## src/hw/rtl/crtp_pkg.sv

```systemverilog
// Shared types, constants and arctangent table for the cartesian to polar converter.
package crtp_pkg;

	localparam int DATA_WIDTH   = 64;
	localparam int ACC_WIDTH    = 32;
	localparam int ANGLE_WIDTH  = 16;
	localparam int ATAN_ENTRIES = 24;
	localparam int NORM_MSB     = 60;

	localparam logic [ACC_WIDTH-1:0] HALF_TURN = 32'h8000_0000;

	localparam logic [ACC_WIDTH-1:0] ARC_TABLE [ATAN_ENTRIES] = '{
		32'h20000000, 32'h12E4051E, 32'h09FB385B, 32'h051111D4,
		32'h028B0D43, 32'h0145D7E1, 32'h00A2F61E, 32'h00517C55,
		32'h0028BE53, 32'h00145F2F, 32'h000A2F98, 32'h000517CC,
		32'h00028BE6, 32'h000145F3, 32'h0000A2FA, 32'h0000517D,
		32'h000028BE, 32'h0000145F, 32'h00000A30, 32'h00000518,
		32'h0000028C, 32'h00000146, 32'h000000A3, 32'h00000051
	};

	typedef enum logic [1:0] {
		QUAD_POS_X = 2'd0,
		QUAD_POS_Y = 2'd1,
		QUAD_NEG_X = 2'd2,
		QUAD_NEG_Y = 2'd3
	} quad_t;

	typedef struct packed {
		logic signed [DATA_WIDTH-1:0] x;
		logic signed [DATA_WIDTH-1:0] y;
		logic [ACC_WIDTH-1:0]         acc;
		logic                         axis;
		quad_t                        quad;
	} vec_t;

endpackage

```

## src/hw/rtl/crtp_rot_cell.sv

```systemverilog
// One vectoring micro-rotation cell of the CORDIC angle chain.
module crtp_rot_cell #(
	parameter int STEP = 0
) (
	input  logic            clk,
	input  crtp_pkg::vec_t  prev_vec,
	output crtp_pkg::vec_t  next_vec
);

	logic signed [crtp_pkg::DATA_WIDTH-1:0] px;
	logic signed [crtp_pkg::DATA_WIDTH-1:0] py;
	logic signed [crtp_pkg::DATA_WIDTH-1:0] dx;
	logic signed [crtp_pkg::DATA_WIDTH-1:0] dy;
	crtp_pkg::vec_t vec_d;
	crtp_pkg::vec_t vec_q;

	always_comb begin
		px    = prev_vec.x;
		py    = prev_vec.y;
		dx    = py >>> STEP;
		dy    = px >>> STEP;
		vec_d = prev_vec;
		if (!py[crtp_pkg::DATA_WIDTH-1]) begin
			vec_d.x   = px + dx;
			vec_d.y   = py - dy;
			vec_d.acc = prev_vec.acc + crtp_pkg::ARC_TABLE[STEP];
		end else begin
			vec_d.x   = px - dx;
			vec_d.y   = py + dy;
			vec_d.acc = prev_vec.acc - crtp_pkg::ARC_TABLE[STEP];
		end
	end

	always_ff @(posedge clk) begin
		vec_q <= vec_d;
	end

	assign next_vec = vec_q;

endmodule

```

## config.mk

```make
export PLATFORM = sky130hd
export DESIGN_NAME = crtp_rot_cell
export DESIGN_NICKNAME = d
export VERILOG_FILES = /design/src/hw/rtl/crtp_pkg.sv /design/src/hw/rtl/crtp_rot_cell.sv
export SDC_FILE = /design/constraint.sdc
export NUM_CORES = 1
export LEC_CHECK = 0
export BUFFER_PORTS_ARGS = -buffer_cell sky130_fd_sc_hd__buf_2
export CAP_MARGIN = 0
export CORE_MARGIN = 1
export CORE_UTILIZATION = 50
export CTS_CLUSTER_SIZE = 40
export DETAILED_ROUTE_END_ITERATION = 10
export PLACE_DENSITY_LB_ADDON = 0.05
export SLEW_MARGIN = 20
export SYNTH_ARGS = -nofsm -noshare
export SYNTH_HDL_FRONTEND = slang
export SYNTH_SLANG_ARGS = --single-unit
export TNS_END_PERCENT = 10
```

## constraint.sdc

```tcl
create_clock -name clk -period 3.2 [get_ports clk]
set_clock_uncertainty 0.1 [all_clocks]
set_input_delay 0.48 -clock clk [delete_from_list [all_inputs] [get_ports clk]]
set_output_delay 0.48 -clock clk [all_outputs]
set_load 0.01 [all_outputs]
```

==> results.cfg <==
[outcome]
status = finished with violations
failed_checks = setup timing

[finish]
regArea_mm2 = 0.00324
design_area_mm2 = 0.0234
largest_reg_flops = 162
fill_cells = 2341
final_cells = 3441
final_cell_mix = buf_4, buf_2, a21oi_1
areaGrowthSynthToFinish_pct = 47.8
drive_above_1_share = 0.347
layout_commonest_cell = buf_4
nets = 3400
multi_input_area_mm2 = 0.0118

[clocking]
cts_tree = built
cts.clk_slew.worst_paths_ns = 0.08
htree_levels = 4
cts_buffers = 17
clkSinkCount = 162
cts_root_buf = clkbuf_16
clk_path_buf_depth = 2

[synth]
synth_edf_count = 0
netlist_instances = 2140
synth.yosys.seq_area_share = 0.204
synth-seq-cells = 162
ys_warn_count = 0
synth_cell_types = 78
synth_area_mm2 = 0.0159
syn_area_per_cell_um2 = 7.41
synthFlopType = dfxtp_1
synth_nets = 2514
synthArstFlopShare = 0

[global_routing]
gr-total-overflow = 0
grt_max_degree = 81
antenna_found_initial = 8
track_usage = 0.452
grt_pass1_vias = 20265
grt_pass1_wl_mm = 114

[sta]
hold_violations = 0
period_share = 1.03
setup_viol = 6
worstMarginPinSlew_ns = 0.734
whs_ns = 0.00925
grt_setup_unrepaired = true
finalWorstSetupSlack_ns = -0.0803
slew_viol_final = 0
relSlewSlack = 0.505
max_freq_mhz = 305
period_needed_ns = 3.28

[setup_path]
crit_path_start_kind = input pin
arrival_ns = 3.54
end_kind = flop
crit_fanout = 6
critPathLaunch = prev_vec[37]
cp.required_ns = 3.46
criticalPathCategory = in2reg
setup.worst_path.end = next_vec[95]

[die]
fp.dieW_um = 180
ios = 327
fp.dieH_um = 180
rows = 64
die_area_mm2 = 0.0324
initial_core_util = 0.513
fp.coreArea_mm2 = 0.0309

[worst_hold_path]
holdPathStages = 1
hold_path_class = in2reg

[place]
dp_hpwl_mm = 60.1
routabilityCongestion = 1.05
io_buffers = 326
placement.cell_area_mm2 = 0.0222
dp.cells = 3374

[run]
drv_cap = 0

[drt]
first_iter_violations = 2505
drt-total-wl_mm = 76.9
vias_per_cell = 6.11
postRouteAntennaNets = 0
firstDrtPassIters = 6
via_count = 21027
drc = 0
post_drt_wl_per_cell_um = 22.3

[power_and_ir_drop]
peakVddDrop_v = 0.000427
power_density_mw_per_mm2 = 407
leakagePower_nw = 11.7
## stage by stage
step	util	setup TNS, ns	total power, mW	worst slack, ns
6_report	0.758	-0.127	9.54	-0.0803
5_1_grt	0.758	-0.986	9.87	-0.106
4_1_cts	0.750	-0.0246	9.28	-0.0246
3_5_place_dp	0.719	-34.79	7.06	-0.843
3_3_place_gp	0.719	-29.91	6.99	-0.797
2_1_floorplan	-	-0.902	4.75	-0.177
## final cells by class
type                    instances  share of cell area
well taps                     396              0.0211
clock inverters                15             0.00801
clock buffers                  17              0.0181
inverters                     203              0.0325
repair buffers                962               0.279
multi-input cells            1680               0.503
flip-flops and latches        162               0.138
diodes                          6            0.000641
## cells in the mapped netlist, types with 5 or more instances
cell type / n / share of area
a21oi_1: 302 / 0.095
ha_1: 206 / 0.16
inv_1: 198 / 0.047
dfxtp_1: 162 / 0.20
nor2_1: 161 / 0.038
o21ai_0: 161 / 0.051
nand2_1: 142 / 0.034
xnor2_1: 107 / 0.059
clkbuf_1: 58 / 0.014
a21o_1: 55 / 0.026
o21bai_1: 52 / 0.025
nor3_1: 46 / 0.015
nand4_1: 38 / 0.015
mux2i_1: 33 / 0.021
nor2b_1: 25 / 0.0099
nor4_1: 25 / 0.0099
o31ai_1: 25 / 0.012
nand3_1: 24 / 0.0076
o211ai_1: 21 / 0.0099
buf_2: 19 / 0.0060
o21a_1: 19 / 0.0090
a211oi_1: 17 / 0.0080
a31oi_1: 17 / 0.0067
nand2b_1: 17 / 0.0067
buf_1: 16 / 0.0038
a21boi_0: 15 / 0.0071
and3_1: 13 / 0.0051
xor2_1: 13 / 0.0072
a31o_2: 10 / 0.0055
or3_1: 9 / 0.0035
or4_1: 8 / 0.0038
a211o_1: 7 / 0.0039
a221oi_1: 7 / 0.0039
o22ai_1: 7 / 0.0028
or2_2: 7 / 0.0028
and2_1: 6 / 0.0024
o2111ai_1: 6 / 0.0033
and4_1: 5 / 0.0028
o41ai_1: 5 / 0.0028
## routing by layer
layer  up-vias  share of wire  global-route usage
met3       366           0.11               0.114
met2      1537           0.44               0.721
met5         -        0.00021                   0
li1       9369              -                   -
met4         2          0.063               0.253
met1      9753           0.39               0.554
## worst max-delay path, stage by stage
cell and delay, ns:
buf_2 0.11, inv_1 0.07, ha_2 0.41, buf_4 0.15, nor2b_4 0.04, o311a_4 0.37, a2bb2oi_4 0.19, a31o_4 0.24
o311a_4 0.41, a31oi_4 0.25, o21ai_4 0.14, a32oi_4 0.36, and4_1 0.27, a2111oi_2 0.05
## cells by family after synthesis
group,Yosys count,share of synthesized area
adder cells (fa/ha/maj),210,0.168
flip-flops,162,0.204
XOR/XNOR,120,0.0662
AO/OA/AOI/OAI,782,0.308
AND/OR/NAND/NOR,535,0.161
buffers and inverters,298,0.0727
multiplexers,33,0.0208
## power breakdown
part	internal [mW]	switching (mW)	total, mW
registers	2.44	0.165	2.60
clock network	1.06	1.13	2.19
logic	2.07	2.68	4.75
total	5.57	3.97	9.54
## worst min path at each step
stage                              end  slack, ns    startpoint
after CTS                 next_vec[20]      0.002  prev_vec[20]
final                     next_vec[22]      0.009  prev_vec[22]
after global placement     next_vec[9]       0.48   prev_vec[9]
after detailed placement  next_vec[18]       0.48  prev_vec[18]
after global routing      next_vec[14]    -0.0001  prev_vec[14]
after floorplan            next_vec[0]       0.41   prev_vec[0]
## timing repair
item	in CTS	in global routing
hold endpoints to repair	22	2
endpoints found under the setup margin	26	61
resized for setup	19	51
pin swaps	3	12
hold buffers	22	2
buffers inserted	1	4
Note: power is estimated with default switching activity, not from simulation.
