<file path="src/hw/rtl/crtp_pkg.sv">
// Shared types, constants and arctangent table for the cartesian to polar converter.
package crtp_pkg;

	localparam int DATA_WIDTH   = 64;
	localparam int ACC_WIDTH    = 32;
	localparam int ANGLE_WIDTH  = 16;
	localparam int ATAN_ENTRIES = 24;
	localparam int NORM_MSB     = 60;

	localparam logic [ACC_WIDTH-1:0] HALF_TURN = 32'h8000_0000;

	localparam logic [ACC_WIDTH-1:0] ARC_TABLE [ATAN_ENTRIES] = '{
		32'h20000000, 32'h12E4051E, 32'h09FB385B, 32'h051111D4,
		32'h028B0D43, 32'h0145D7E1, 32'h00A2F61E, 32'h00517C55,
		32'h0028BE53, 32'h00145F2F, 32'h000A2F98, 32'h000517CC,
		32'h00028BE6, 32'h000145F3, 32'h0000A2FA, 32'h0000517D,
		32'h000028BE, 32'h0000145F, 32'h00000A30, 32'h00000518,
		32'h0000028C, 32'h00000146, 32'h000000A3, 32'h00000051
	};

	typedef enum logic [1:0] {
		QUAD_POS_X = 2'd0,
		QUAD_POS_Y = 2'd1,
		QUAD_NEG_X = 2'd2,
		QUAD_NEG_Y = 2'd3
	} quad_t;

	typedef struct packed {
		logic signed [DATA_WIDTH-1:0] x;
		logic signed [DATA_WIDTH-1:0] y;
		logic [ACC_WIDTH-1:0]         acc;
		logic                         axis;
		quad_t                        quad;
	} vec_t;

endpackage

</file>
<file path="src/hw/rtl/crtp_norm_cell.sv">
// One binary-weighted stage of the leading-one normalizer ahead of the rotation chain.
module crtp_norm_cell #(
	parameter int W     = 16,
	parameter int SHIFT = 8
) (
	input  logic            clk,
	input  crtp_pkg::vec_t  prev_vec,
	input  logic [W-1:0]    prev_big,
	output crtp_pkg::vec_t  next_vec,
	output logic [W-1:0]    next_big
);

	crtp_pkg::vec_t vec_d;
	logic [W-1:0]   big_d;
	crtp_pkg::vec_t vec_q;
	logic [W-1:0]   big_q;

	always_comb begin
		vec_d = prev_vec;
		big_d = prev_big;
		if (prev_big[W-1 -: SHIFT] == '0) begin
			vec_d.x = prev_vec.x << SHIFT;
			vec_d.y = prev_vec.y << SHIFT;
			big_d   = prev_big << SHIFT;
		end
	end

	always_ff @(posedge clk) begin
		vec_q <= vec_d;
		big_q <= big_d;
	end

	assign next_vec = vec_q;
	assign next_big = big_q;

endmodule

</file>
<file path="config.mk">
export PLATFORM = sky130hd
export DESIGN_NAME = crtp_norm_cell
export DESIGN_NICKNAME = d
export VERILOG_FILES = /design/src/hw/rtl/crtp_pkg.sv /design/src/hw/rtl/crtp_norm_cell.sv
export SDC_FILE = /design/constraint.sdc
export NUM_CORES = 1
export LEC_CHECK = 0
export BUFFER_PORTS_ARGS = -buffer_cell sky130_fd_sc_hd__clkbuf_2
export CORE_AREA = 2 2 139 141
export CTS_CLUSTER_SIZE = 16
export DETAILED_ROUTE_END_ITERATION = 8
export DIE_AREA = 0 0 141 143
export PLACE_DENSITY = 0.69
export SETUP_SLACK_MARGIN = 0.1
export SLEW_MARGIN = 15
export SYNTH_ARGS = -nofsm -noshare
export SYNTH_HDL_FRONTEND = slang
export SYNTH_SLANG_ARGS = --single-unit
</file>
<file path="constraint.sdc">
create_clock -name clk -period 1.7 [get_ports clk]
set_clock_uncertainty 0.05 [all_clocks]
set_input_delay 0.34 -clock clk [delete_from_list [all_inputs] [get_ports clk]]
set_output_delay 0.34 -clock clk [all_outputs]
set_load 0.02 [all_outputs]
</file>
==> impl_summary.txt <==
----------------------------------------------------
[Outcome]
  Outcome ... finished clean

[GRT]
  Wire length of the first global-routing pass ... about 22000 um
  Overflow left after global routing ... 0
  Total GRT Usage ... 0.1456
  Initial antenna violation count ... 0
  Maximum number of pins on one net before global-route repair ... 18
  Via count of the first global-routing pass ... ~4300

[Routing]
  Met3 wire length ... roughly 1400 um
  Post-Route M1 WL ... 5288 um
  Wirelength per Cell ... 14.92 um
  Wirelength, routed ... roughly 15000 um
  Number of antenna-violating nets in the routed design ... 0
  Via count ... between 4000 and 5000
  Highest layer used for signal routing ... met4
  Initial detailed-routing violation count ... 52
  Detail-routed via count per cell ... 4.040
  Number of detailed-routing iterations run before antenna repair ... 3
  Post-route DRC violation count ... 0
  Wire length on met2 ... 8203 um

[Synth]
  Yosys warning total ... 0
  Synth cell types ... 13
  Library cell with the largest summed area after synthesis ... sky130_fd_sc_hd__dfxtp_1
  Most area-consuming cells after synthesis ... sky130_fd_sc_hd__dfxtp_1, sky130_fd_sc_hd__mux2_4, sky130_fd_sc_hd__buf_12
  Sequential fraction of the synthesis area ... 0.6259
  Average cell area after synthesis ... 16.74 um^2
  Share of the synthesized area in the top cell type ... 0.6259
  Mapped Cells ... roughly 340
  Net count after synthesis ... approximately 520
  Post-synth design cell area ... 5725 um^2
  Register bit count reported by yosys ... 179

[Placed design]
  Global placement routability congestion ... roughly 0.8
  Minimum setup slack after placement ... -0.1367 ns
  Detail Placement HPWL ... 12160 um
  Port buffer count ... 358

[CTS]
  Number of sinks on the clock net ... 179
  Number of buffers inserted during clock tree synthesis ... 17
  H-tree levels ... 4
  Clk pin slew, worst setup/hold paths ... 0.07 ns
  Clock buffer depth ... 2
  CTS tree ... yes
  Library cell used as clock root buffer ... sky130_fd_sc_hd__clkbuf_16
  CTS resizes ... 0

[Setup path]
  Arrival @ worst endpoint ... 1.66 ns
  Kind of critical path ... in -> reg
  Critical Path Fanout Max ... 14
  Kind of capture point of the worst setup path ... flop
  Data required, critical path ... 1.95 ns
  Critical path launch point type ... input port

[Die]
  Boundary pin count ... 359
  Starting Density ... 0.3081
  Site Rows ... 50
  Horizontal die dimension ... between 100 and 150 um
  Overall die height ... about 140 um
  Area of the die ... 20160 um^2
  Core region area ... 18580 um^2

[Finish]
  Sequential Area ... 3583 um^2
  Number of filler cells placed in the layout ... around 1700
  Share of layout cells above drive strength 1 ... 0.6854
  Number of antenna cells inserted ... 0
  Layout overhead on the synthesized area ... 53.54%
  Layout Nets ... ~950
  Multi-input gate area ... between 1500 and 2000 um^2

[STA]
  Unrepaired setup endpoints after global routing ... false
  Period minus WS final ... 1.404 ns
  Worst hold slack ... 0.08060 ns
  Worst setup margin ... around 0.30 ns
  Actual slew at the worst max-slew pin ... ~0.27 ns
  Final slew viol count ... 0
  Maximum clock rate ... about 710 MHz
  Final number of setup-violating endpoints ... 0
  Final worst-path cycle share ... 0.8260
  Final hold vios ... 0
  Worst slew margin relative to its limit ... 0.8211

[Worst hold path]
  Worst Hold Class ... in -> reg

[Flow run]
  Reported max-cap violation count ... 0

[Power and ir drop]
  Maximum ir drop on the vdd rail ... 631.0 uV
  Leakage power summed over all cells ... approximately 4.4 nW
  Power density of the placed cells ... 1071 nW/um^2
  Total power consumption of the routed design ... 9.416 mW

----------------------------------------------------
## worst paths after layout
check | start | to | slack (ns) | depth (start not counted)
max | prev_big[12] | next_vec[49] | 0.30 | 6
min | prev_big[7] | next_big[15] | 0.08 | 2
## report_power, final
| group | total, mW | leakage (nW) | internal (mW) | switching [mW] |
|---|---|---|---|---|
| registers | 4.49 | 1.51 | 4.42 | 0.0631 |
| logic | 1.11 | 2.65 | 0.548 | 0.559 |
| clock network | 3.82 | 0.281 | 2.11 | 1.71 |
| total | 9.42 | 4.44 | 7.08 | 2.34 |
## flip-flops by register name, summed over array words and instances (netlist names)
name	cells
next_vec	163
next_big	16
## critical path, cell delays in order
cell,delay (ns)
sky130_fd_sc_hd__clkbuf_2,0.09
sky130_fd_sc_hd__nor4_2,0.31
sky130_fd_sc_hd__and2_4,0.23
sky130_fd_sc_hd__buf_12,0.16
sky130_fd_sc_hd__buf_12,0.17
sky130_fd_sc_hd__mux2_2,0.33
## layout make-up
class | count | share of cell area
tap | 234 | 0.03330
multi-input combinational | 148 | 0.2145
clock buffer | 18 | 0.04996
timing repair buffer | 423 | 0.2778
sequential | 179 | 0.4076
clock inverter | 14 | 0.01679
## per-layer routing
layer	GRT usage	vias up
met2	0.2750	215
met5	0	-
li1	-	2019
met4	0.06000	0
met1	0.1380	1853
met3	0.06271	18
## cells by family (layout without fill, tap and decap cells)
family / count (synthesis) / in the layout / synth area share
AOI/OAI and AO/OA: 8 / 8 / 0.01071
and+or+nand+nor: 28 / 28 / 0.03278
DFF: 179 / 179 / 0.6259
muxes: 112 / 112 / 0.2858
buffers and inverters: 15 / 455 / 0.04480
## metrics by stage
stage / cells / instance area (um^2) / TNS, ns / util
CTS: 1016 / 8791 / 0 / 0.4731
global route: 1016 / 8791 / 0 / 0.4731
floorplan: 342 / 5725 / 0 / -
finish: 1016 / 8791 / 0 / 0.4731
detailed placement: 949 / 7854 / -10.35 / 0.4227
global placement: 949 / 7854 / -8.525 / 0.4227
## cells in the mapped netlist
master	instances
sky130_fd_sc_hd__buf_8	1
sky130_fd_sc_hd__nand2_1	1
sky130_fd_sc_hd__clkbuf_8	1
sky130_fd_sc_hd__and2_1	24
sky130_fd_sc_hd__a21o_1	7
sky130_fd_sc_hd__mux2_2	12
sky130_fd_sc_hd__mux2_4	100
sky130_fd_sc_hd__clkbuf_1	2
sky130_fd_sc_hd__nor4_2	2
sky130_fd_sc_hd__a21o_2	1
sky130_fd_sc_hd__and2_4	1
sky130_fd_sc_hd__dfxtp_1	179
sky130_fd_sc_hd__buf_12	11
## timing repair
item / CTS / global route
endpoints found under the hold margin: 35 / 0
setup buffers: 0 / 0
hold buffers: 35 / 0
## cells in the final DEF (no fill, tap or decap)
| master | count |
|---|---|
| sky130_fd_sc_hd__a21o_2 | 1 |
| sky130_fd_sc_hd__and2_4 | 1 |
| sky130_fd_sc_hd__a21o_1 | 7 |
| sky130_fd_sc_hd__inv_6 | 2 |
| sky130_fd_sc_hd__mux2_2 | 12 |
| sky130_fd_sc_hd__dlygate4sd3_1 | 35 |
| sky130_fd_sc_hd__nand2_1 | 1 |
| sky130_fd_sc_hd__nor4_2 | 2 |
| sky130_fd_sc_hd__clkinvlp_4 | 3 |
| sky130_fd_sc_hd__clkinv_8 | 1 |
| sky130_fd_sc_hd__mux2_4 | 100 |
| sky130_fd_sc_hd__clkbuf_2 | 358 |
| sky130_fd_sc_hd__buf_12 | 6 |
| sky130_fd_sc_hd__inv_8 | 3 |
| sky130_fd_sc_hd__clkinv_4 | 2 |
| sky130_fd_sc_hd__and2_1 | 24 |
| sky130_fd_sc_hd__clkbuf_16 | 17 |
| sky130_fd_sc_hd__clkbuf_8 | 1 |
| sky130_fd_sc_hd__clkinv_2 | 2 |
| sky130_fd_sc_hd__buf_4 | 24 |
| sky130_fd_sc_hd__bufinv_16 | 1 |
| sky130_fd_sc_hd__dfxtp_1 | 179 |
Note: power is estimated with default switching activity, not from simulation.
