## src/hw/rtl/crtp_root_cell.sv

```systemverilog
// One digit cell of the pipelined integer square root.
module crtp_root_cell #(
	parameter int W = 16
) (
	input  logic             clk,
	input  logic [2*W-1:0]   prev_rad,
	input  logic [W+1:0]     prev_rem,
	input  logic [W-1:0]     prev_root,
	output logic [2*W-1:0]   next_rad,
	output logic [W+1:0]     next_rem,
	output logic [W-1:0]     next_root
);

	localparam int RW = W + 2;

	logic [RW+1:0]  cand;
	logic [RW+1:0]  trial;
	logic           fit;
	logic [2*W-1:0] rad_q;
	logic [RW-1:0]  rem_q;
	logic [W-1:0]   root_q;

	always_comb begin
		cand  = {prev_rem, prev_rad[2*W-1 -: 2]};
		trial = (RW+2)'({prev_root, 2'b01});
		fit   = (cand >= trial);
	end

	always_ff @(posedge clk) begin
		rad_q <= prev_rad << 2;
		if (fit) begin
			rem_q  <= RW'(cand - trial);
			root_q <= {prev_root[W-2:0], 1'b1};
		end else begin
			rem_q  <= RW'(cand);
			root_q <= {prev_root[W-2:0], 1'b0};
		end
	end

	assign next_rad  = rad_q;
	assign next_rem  = rem_q;
	assign next_root = root_q;

endmodule

```

## config.mk

```make
export PLATFORM = sky130hd
export DESIGN_NAME = crtp_root_cell
export DESIGN_NICKNAME = d
export VERILOG_FILES = /design/src/hw/rtl/crtp_root_cell.sv
export SDC_FILE = /design/constraint.sdc
export NUM_CORES = 1
export LEC_CHECK = 0
export BUFFER_PORTS_ARGS = -buffer_cell sky130_fd_sc_hd__buf_2
export CORE_ASPECT_RATIO = 0.8
export CORE_MARGIN = 5
export CORE_UTILIZATION = 44
export DETAILED_ROUTE_END_ITERATION = 10
export PLACE_DENSITY = 0.78
export SETUP_SLACK_MARGIN = 0.2
export SKIP_CTS_REPAIR_TIMING = 1
export SYNTH_ARGS = -nofsm -noshare
export SYNTH_HDL_FRONTEND = slang
export SYNTH_SLANG_ARGS = --single-unit
export TNS_END_PERCENT = 20
```

## constraint.sdc

```tcl
create_clock -name clk -period 3.02 [get_ports clk]
set_input_delay 0.604 -clock clk [delete_from_list [all_inputs] [get_ports clk]]
set_output_delay 0.604 -clock clk [all_outputs]
set_load 0.05 [all_outputs]
```

==> summary.txt, run 1 <==
final hold vios -> 0
Final TNS setup -> 0 ns
sw power -> 852 µW
highest net fanout along the worst path -> 11
part of the total power dissipated in combinational logic -> 29.8%
DRC errors left -> 0
Avg Vias per Cell -> 4.59
cell breakdown of the critical path -> buf_2, inv_1, ha_1, nand2b_1, a21oi_1, nor2b_2, o21ai_2, o21ai_2, o211ai_4, buf_4, mux2_2
number of cell rows -> 24
Worst Path Class, Setup -> input pin to flop
CP max stage cell -> sky130_fd_sc_hd__ha_1
run status -> complete, no violations
final global-route overflow total -> 0
data arrival time of the critical path -> 2.51 ns
sequential power share -> 39.4%
Die Width -> 94.2 µm
ratio of total power to cell area -> 698 mW/mm²
CP dominant cell by count -> sky130_fd_sc_hd__o21ai_2
total clock buffers created by CTS -> 9
clock period minus final worst setup slack -> 2.29 ns
storage element area -> 0.00128 mm²
number of cells in the design after placement -> 437
clk root buf -> sky130_fd_sc_hd__clkbuf_8
chip height -> 77.4 µm
half-perimeter wire length after placement -> 4770 µm
worst supply voltage drop on vdd -> 0.340 mV
post-placement setup slack -> 0.378 ns
clock-pin slew on the worst setup and hold paths -> 0.07 ns
Worst Hold Margin -> 0.361 ns
required time of the critical path -> 3.25 ns
initial antenna violation count -> 0
WHS Path Cells -> 1
deepest clock path buffer count -> 2
highest-utilization routing layer at the global route stage -> met2
sum of routed wire length over all layers -> 5860 µm
met3 routing resource usage after global routing -> 6.58%
most common library cell in the layout ignoring fill and taps -> sky130_fd_sc_hd__buf_2
initial core utilization -> 45.7%
HP Class -> input pin to flop
Antenna Nets Post-Route -> 0
register area share after synthesis -> 51.3%
number of DRC violations after detailed-routing iteration 0 -> 44
clock tree from TritonCTS -> done
largest net degree at the start of global routing -> 13
commonest non-fill, non-tap cells in the layout -> sky130_fd_sc_hd__buf_2, sky130_fd_sc_hd__dfxtp_1, sky130_fd_sc_hd__inv_1
aggregate global-route resource usage -> 16.9%
total iterations of the first detailed-routing run -> 4
internal cell power -> 1.55 mW
number of nets at the end of the flow -> 455
number of max-capacitance violations reported -> 0
final cycle utilization of the critical path -> 75.7%
crit path launch type -> input pin
post-route non-filler standard cell count -> 453
Syn Area/Cell -> 10.9 µm²
share of total power consumed by net switching -> 35.5%
clk sinks -> 64
Clock Power Share -> 30.8%
deepest level of the CTS H-tree -> 3
Final Max Slew Viols -> 0
type of element capturing the critical path -> flop
count of port buffers added during placement -> 130
vias in the first global route -> 2,104
Worst Setup Slack, final -> 0.733 ns
highest attainable clock frequency -> 437 MHz
crit-path max cell delay -> 0.36 ns
number of vias after detailed routing -> 2,078
gate count after technology mapping -> 230
met1 global-route usage -> 20.0%
Seq cells post-synth -> 64
number of endpoints failing setup at the final stage -> 0
Cell variety after synth -> 43
filler instances -> 485
Yosys warning count -> 0
wire length of the first global-routing pass -> 9690 µm
Mapped Area -> 0.00250 mm²
routed wirelength normalized by instance count -> 12.9 µm
area used by multi-input combinational logic -> 0.00110 mm²
Boundary Pins -> 133
unrepaired setup endpoints after global routing -> no
share of cells above drive strength 1 -> 45.1%
antenna cells -> 0
met2 demand-to-capacity share in global routing -> 27.3%
final estimated routing congestion in global placement -> 0.837
post-synthesis to final-layout area growth -> 37.9%
static leakage -> 1.72 nW
area of the die -> 0.00729 mm²
core region area -> 0.00547 mm²
[cell type report]
cell class                      instances  share of cell area (%)
Tap cell                               78                    2.83
Clock buffer                           10                    4.00
Sequential cell                        64                    37.2
Multi-Input combinational cell        141                    32.1
Clock inverter                          6                    1.93
Timing Repair Buffer                  134                    19.8
Inverter                               20                    2.18
[cell families (layout without fill, tap and decap cells)]
| logic type | after synthesis | after routing | share of synthesized area [%] |
|---|---|---|---|
| muxes | 18 | 18 | 7.97 |
| buffers and inverters | 26 | 170 | 4.61 |
| other | 1 | 2 | 0.150 |
| and+or+nand+nor | 46 | 46 | 8.97 |
| DFF | 64 | 64 | 51.3 |
| xor gates and xnor gates | 14 | 14 | 4.91 |
| adders and majority gates | 18 | 18 | 9.02 |
| AOI/OAI and AO/OA | 43 | 43 | 13.1 |
[Yosys cell counts, drive strengths merged]
master	n	area (µm²)
a2111oi	1	10.0
a211o	1	8.76
a211oi	3	22.5
a21o	2	15.0
a21oi	15	75.1
a221oi	1	8.76
a31oi	3	18.8
a41oi	1	27.5
and3	1	6.26
buf	5	36.3
clkbuf	1	3.75
conb	1	3.75
dfxtp	64	1280
ha	18	225
inv	20	75.1
mux2	15	169
mux2i	3	30.0
nand2	12	45.0
nand2b	3	18.8
nand3	5	25.0
nand3b	1	7.51
nand4	2	12.5
nor2	11	41.3
nor2b	2	15.0
nor3	6	30.0
nor4	1	6.26
nor4b	1	8.76
o2111ai	1	8.76
o211ai	2	28.8
o21a	6	45.0
o21ai	6	48.8
o31a	1	8.76
or4	1	7.51
xnor2	10	87.6
xor2	4	35.0
[sequential cells by signal, summed over array words and instances, names as in the netlist]
register,count
next_root,16
next_rad,30
next_rem,18
[worst max-delay path, delay by kind of cell]
family                     cells  cell delay [ns]
muxes                          1             0.35
buffers and inverters          3             0.35
adders and majority gates      1             0.36
and+or+nand+nor                2             0.20
AOI/OAI and AO/OA              4             0.65
[layer usage]
| metal | wire (µm) | part of all wire [%] |
|---|---|---|
| met1 | 2410 | 41 |
| met2 | 2800 | 48 |
| met3 | 542 | 9.3 |
| met4 | 104 | 1.8 |
| met5 | 0 | 0 |
[through the flow]
stage	area, µm²	utilization [%]	power [mW]
2_1_floorplan	2500	-	1.51
3_3_place_gp	3240	59.3	1.67
3_5_place_dp	3240	59.3	1.69
4_1_cts	3440	63.0	2.43
5_1_grt	3440	63.0	2.54
6_report	3440	63.0	2.40
[path summary, 6_finish.rpt]
kind  slack (ns)          from           end
max         0.73  prev_root[0]  next_rem[12]
min         0.36  prev_rad[22]  next_rad[24]
[power by group through the flow]
stage | logic [mW] | clock network (mW) | registers [mW]
6_report | 0.715 | 0.740 | 0.947
5_1_grt | 0.769 | 0.813 | 0.955
4_1_cts | 0.722 | 0.765 | 0.947
3_5_place_dp | 0.719 | 0 | 0.966
3_3_place_gp | 0.708 | 0 | 0.964
2_1_floorplan | 0.233 | 0 | 1.28
No activity file was read; power rests on OpenSTA's default activity.
==> inputs of run 2 (changes only) <==
ABC_AREA = 1   (was not set)
CORE_UTILIZATION = 41   (was 44)
PLACE_DENSITY = 0.75   (was 0.78)
clock period = 2.1 ns   (was 3.02 ns; I/O delays follow)
==> summary.txt, run 2 <==
run status -> complete, no violations (unchanged)
HP Class -> input pin to flop (unchanged)
data arrival time of the critical path -> 1.98 ns (was 2.51 ns)
Cell variety after synth -> 24 (was 43)
cell area after placement -> 0.00347 mm² (was 0.00324 mm²)
post-synth top area share -> 47.6% (was 51.3%)
number of cells in the design after placement -> 559 (was 437)
Final Max Slew Viols -> 0 (unchanged)
Antenna Nets Post-Route -> 0 (unchanged)
sum of routed wire length over all layers -> 7500 µm (was 5860 µm)
number of max-capacitance violations reported -> 0 (unchanged)
Avg Vias per Cell -> 4.49 (was 4.59)
clock period minus final worst setup slack -> 1.74 ns
required time of the critical path -> 2.34 ns (was 3.25 ns)
share of total power consumed by net switching -> 36.3% (was 35.5%)
clk sinks -> 64 (unchanged)
final cycle utilization of the critical path -> 82.7%
crit-path max cell delay -> 0.34 ns (was 0.36 ns)
final global-route overflow total -> 0 (unchanged)
type of element capturing the critical path -> flop (unchanged)
commonest non-fill, non-tap cells in the layout -> sky130_fd_sc_hd__buf_2, sky130_fd_sc_hd__nand2_1, sky130_fd_sc_hd__dfxtp_1 (was sky130_fd_sc_hd__buf_2, sky130_fd_sc_hd__dfxtp_1, sky130_fd_sc_hd__inv_1)
Die Width -> 101 µm (was 94.2 µm)
gate count after technology mapping -> 340 (was 230)
number of DRC violations after detailed-routing iteration 0 -> 84 (was 44)
internal cell power -> 2.29 mW (was 1.55 mW)
total clock buffers created by CTS -> 9 (unchanged)
worst supply voltage drop on vdd -> 0.348 mV (was 0.340 mV)
Seq cells post-synth -> 64 (unchanged)
Mapped Area -> 0.00269 mm² (was 0.00250 mm²)
DRC errors left -> 0 (unchanged)
sw power -> 1.30 mW (was 852 µW)
final estimated routing congestion in global placement -> 0.907 (was 0.837)
part of the total power dissipated in combinational logic -> 28.3% (was 29.8%)
cell area after layout -> 0.00370 mm² (was 0.00344 mm²)
clk root buf -> sky130_fd_sc_hd__clkbuf_8 (unchanged)
clock tree from TritonCTS -> done (unchanged)
Yosys top cell by area -> sky130_fd_sc_hd__dfxtp_1 (unchanged)
Syn Area/Cell -> 7.92 µm² (was 10.9 µm²)
max reg flops -> 30 (unchanged)
CP Launch Point -> prev_rem[9] (was prev_root[0])
Final TNS setup -> 0 ns (unchanged)
Async S/R FF share, synth -> 0% (unchanged)
half-perimeter wire length after placement -> 6110 µm (was 4770 µm)
cell breakdown of the critical path -> buf_2, ha_1, a21oi_1, nand2_1, nand3b_1, nand2_1, nand2_4, buf_4, nand2_1, nand2_1 (was buf_2, inv_1, ha_1, nand2b_1, a21oi_1, nor2b_2, o21ai_2, o21ai_2, o211ai_4, buf_4, mux2_2)
aggregate global-route resource usage -> 18.4% (was 16.9%)
Commonest cells post-synth -> sky130_fd_sc_hd__nand2_1, sky130_fd_sc_hd__dfxtp_1, sky130_fd_sc_hd__inv_1, sky130_fd_sc_hd__ha_1, sky130_fd_sc_hd__nor2_1 (was sky130_fd_sc_hd__dfxtp_1, sky130_fd_sc_hd__inv_1, sky130_fd_sc_hd__ha_1, sky130_fd_sc_hd__a21oi_1, sky130_fd_sc_hd__mux2_2)
highest attainable clock frequency -> 576 MHz
Boundary Pins -> 133 (unchanged)
total iterations of the first detailed-routing run -> 4 (unchanged)
share of cells above drive strength 1 -> 34.2% (was 45.1%)
post-route non-filler standard cell count -> 575 (was 453)
top area cells in the synthesized netlist -> sky130_fd_sc_hd__dfxtp_1, sky130_fd_sc_hd__nand2_1, sky130_fd_sc_hd__ha_1, sky130_fd_sc_hd__inv_1, sky130_fd_sc_hd__xor2_1 (was sky130_fd_sc_hd__dfxtp_1, sky130_fd_sc_hd__ha_1, sky130_fd_sc_hd__mux2_2, sky130_fd_sc_hd__xnor2_1, sky130_fd_sc_hd__a21oi_1)
post-placement setup slack -> 0.0238 ns (was 0.378 ns)
overall power -> 3.59 mW (was 2.40 mW)
routed wirelength normalized by instance count -> 13.1 µm (was 12.9 µm)
Buf/Inv on CP -> 2 (was 3)
number of enable flip-flop cells after synthesis -> 0 (unchanged)
number of vias after detailed routing -> 2,583 (was 2,078)
deepest clock path buffer count -> 2 (unchanged)
unrepaired setup endpoints after global routing -> no (unchanged)
Worst Path Class, Setup -> input pin to flop (unchanged)
number of cell rows -> 26 (was 24)
initial core utilization -> 42.2% (was 45.7%)
antenna cells -> 0 (unchanged)
static leakage -> 2.12 nW (was 1.72 nW)
final hold vios -> 0 (unchanged)
count of port buffers added during placement -> 130 (unchanged)
ratio of total power to cell area -> 971 mW/mm² (was 698 mW/mm²)
number of endpoints failing setup at the final stage -> 0 (unchanged)
post-synthesis to final-layout area growth -> 37.3% (was 37.9%)
largest net degree at the start of global routing -> 17 (was 13)
highest net fanout along the worst path -> 9 (was 11)
most frequent cell after synthesis -> sky130_fd_sc_hd__nand2_1 (was sky130_fd_sc_hd__dfxtp_1)
deepest level of the CTS H-tree -> 3 (unchanged)
clock-pin slew on the worst setup and hold paths -> 0.08 ns (was 0.07 ns)
register area share after synthesis -> 47.6% (was 51.3%)
CP dominant cell by count -> sky130_fd_sc_hd__nand2_1 (was sky130_fd_sc_hd__o21ai_2)
area of the die -> 0.00830 mm² (was 0.00729 mm²)
sequential power share -> 37.8% (was 39.4%)
chip height -> 82.5 µm (was 77.4 µm)
number of nets at the end of the flow -> 571 (was 455)
CP max stage cell -> sky130_fd_sc_hd__ha_1 (unchanged)
wire length of the first global-routing pass -> 11,800 µm (was 9690 µm)
core region area -> 0.00638 mm² (was 0.00547 mm²)
vias in the first global route -> 2,575 (was 2,104)
most common library cell in the layout ignoring fill and taps -> sky130_fd_sc_hd__buf_2 (unchanged)
Yosys warning count -> 0 (unchanged)
initial antenna violation count -> 0 (unchanged)
Clock Power Share -> 33.9% (was 30.8%)
most instantiated flip-flop cell in the synthesis netlist -> sky130_fd_sc_hd__dfxtp_1 (unchanged)
cell type group with the largest total delay on the critical path -> simple AND/OR/NAND/NOR gates (was compound AO/OA/AOI/OAI gates)
crit path launch type -> input pin (unchanged)
Worst Setup Slack, final -> 0.363 ns (was 0.733 ns)
Hold Startpoint -> prev_rad[1] (was prev_rad[22])
-- run 2: cell types whose count changed after synthesis, sizes merged, moves of 3 or more --
cell    change
inv        +32
nor3        -4
nor2        +7
nand2b      -3
o21a        -6
mux2       -15
nand3      +12
nand3b      +6
a31oi       -3
xor2        +5
xnor2       -9
nand2     +114
mux2i       -3
-- run 2: worst paths after layout --
| path | end | slack (ns) | cells after the start |
|---|---|---|---|
| max | next_rem[12] | 0.36 | 10 |
| min | next_rad[3] | 0.17 | 1 |
-- run 2: layout make-up --
cell class,instances,area [µm²]
clock buffers,9,124
well taps,84,105
flip-flops and latches,64,1280
inverters,52,198
fillers,631,2680
clock inverters,7,103
multi-input cells,220,1170
repair buffers,139,718
-- run 2: metrics by stage --
step                      hold slack [ns]  utilization, %
after floorplan                     0.448               -
after global placement              0.522            54.5
after CTS                           0.162            58.0
after detailed placement            0.524            54.5
final                               0.170            58.0
after global routing                0.148            58.0
-- run 2: routing by layer --
layer	up-vias	global-route usage [%]	part of all wire (%)
met3	11	7.81	11
met1	1120	21.9	41
met5	-	0	0
met4	0	5.11	1.2
li1	1329	-	-
met2	123	30.4	46
-- run 2: logic make-up after synthesis --
kind of cell	synth area share, %
AND/OR/NAND/NOR	27.5
flip-flops	47.6
buffers and inverters	9.15
AO/OA/AOI/OAI	3.72
adder cells (fa/ha/maj)	8.36
XOR/XNOR	3.53
other	0.139
-- run 2: power by group through the flow --
stage	logic (mW)	clock network, mW	registers [mW]
global placement	1.01	0	1.38
floorplan	0.325	0	1.80
CTS	1.02	1.24	1.36
finish	1.02	1.22	1.36
detailed placement	1.02	0	1.39
global route	1.10	1.30	1.37
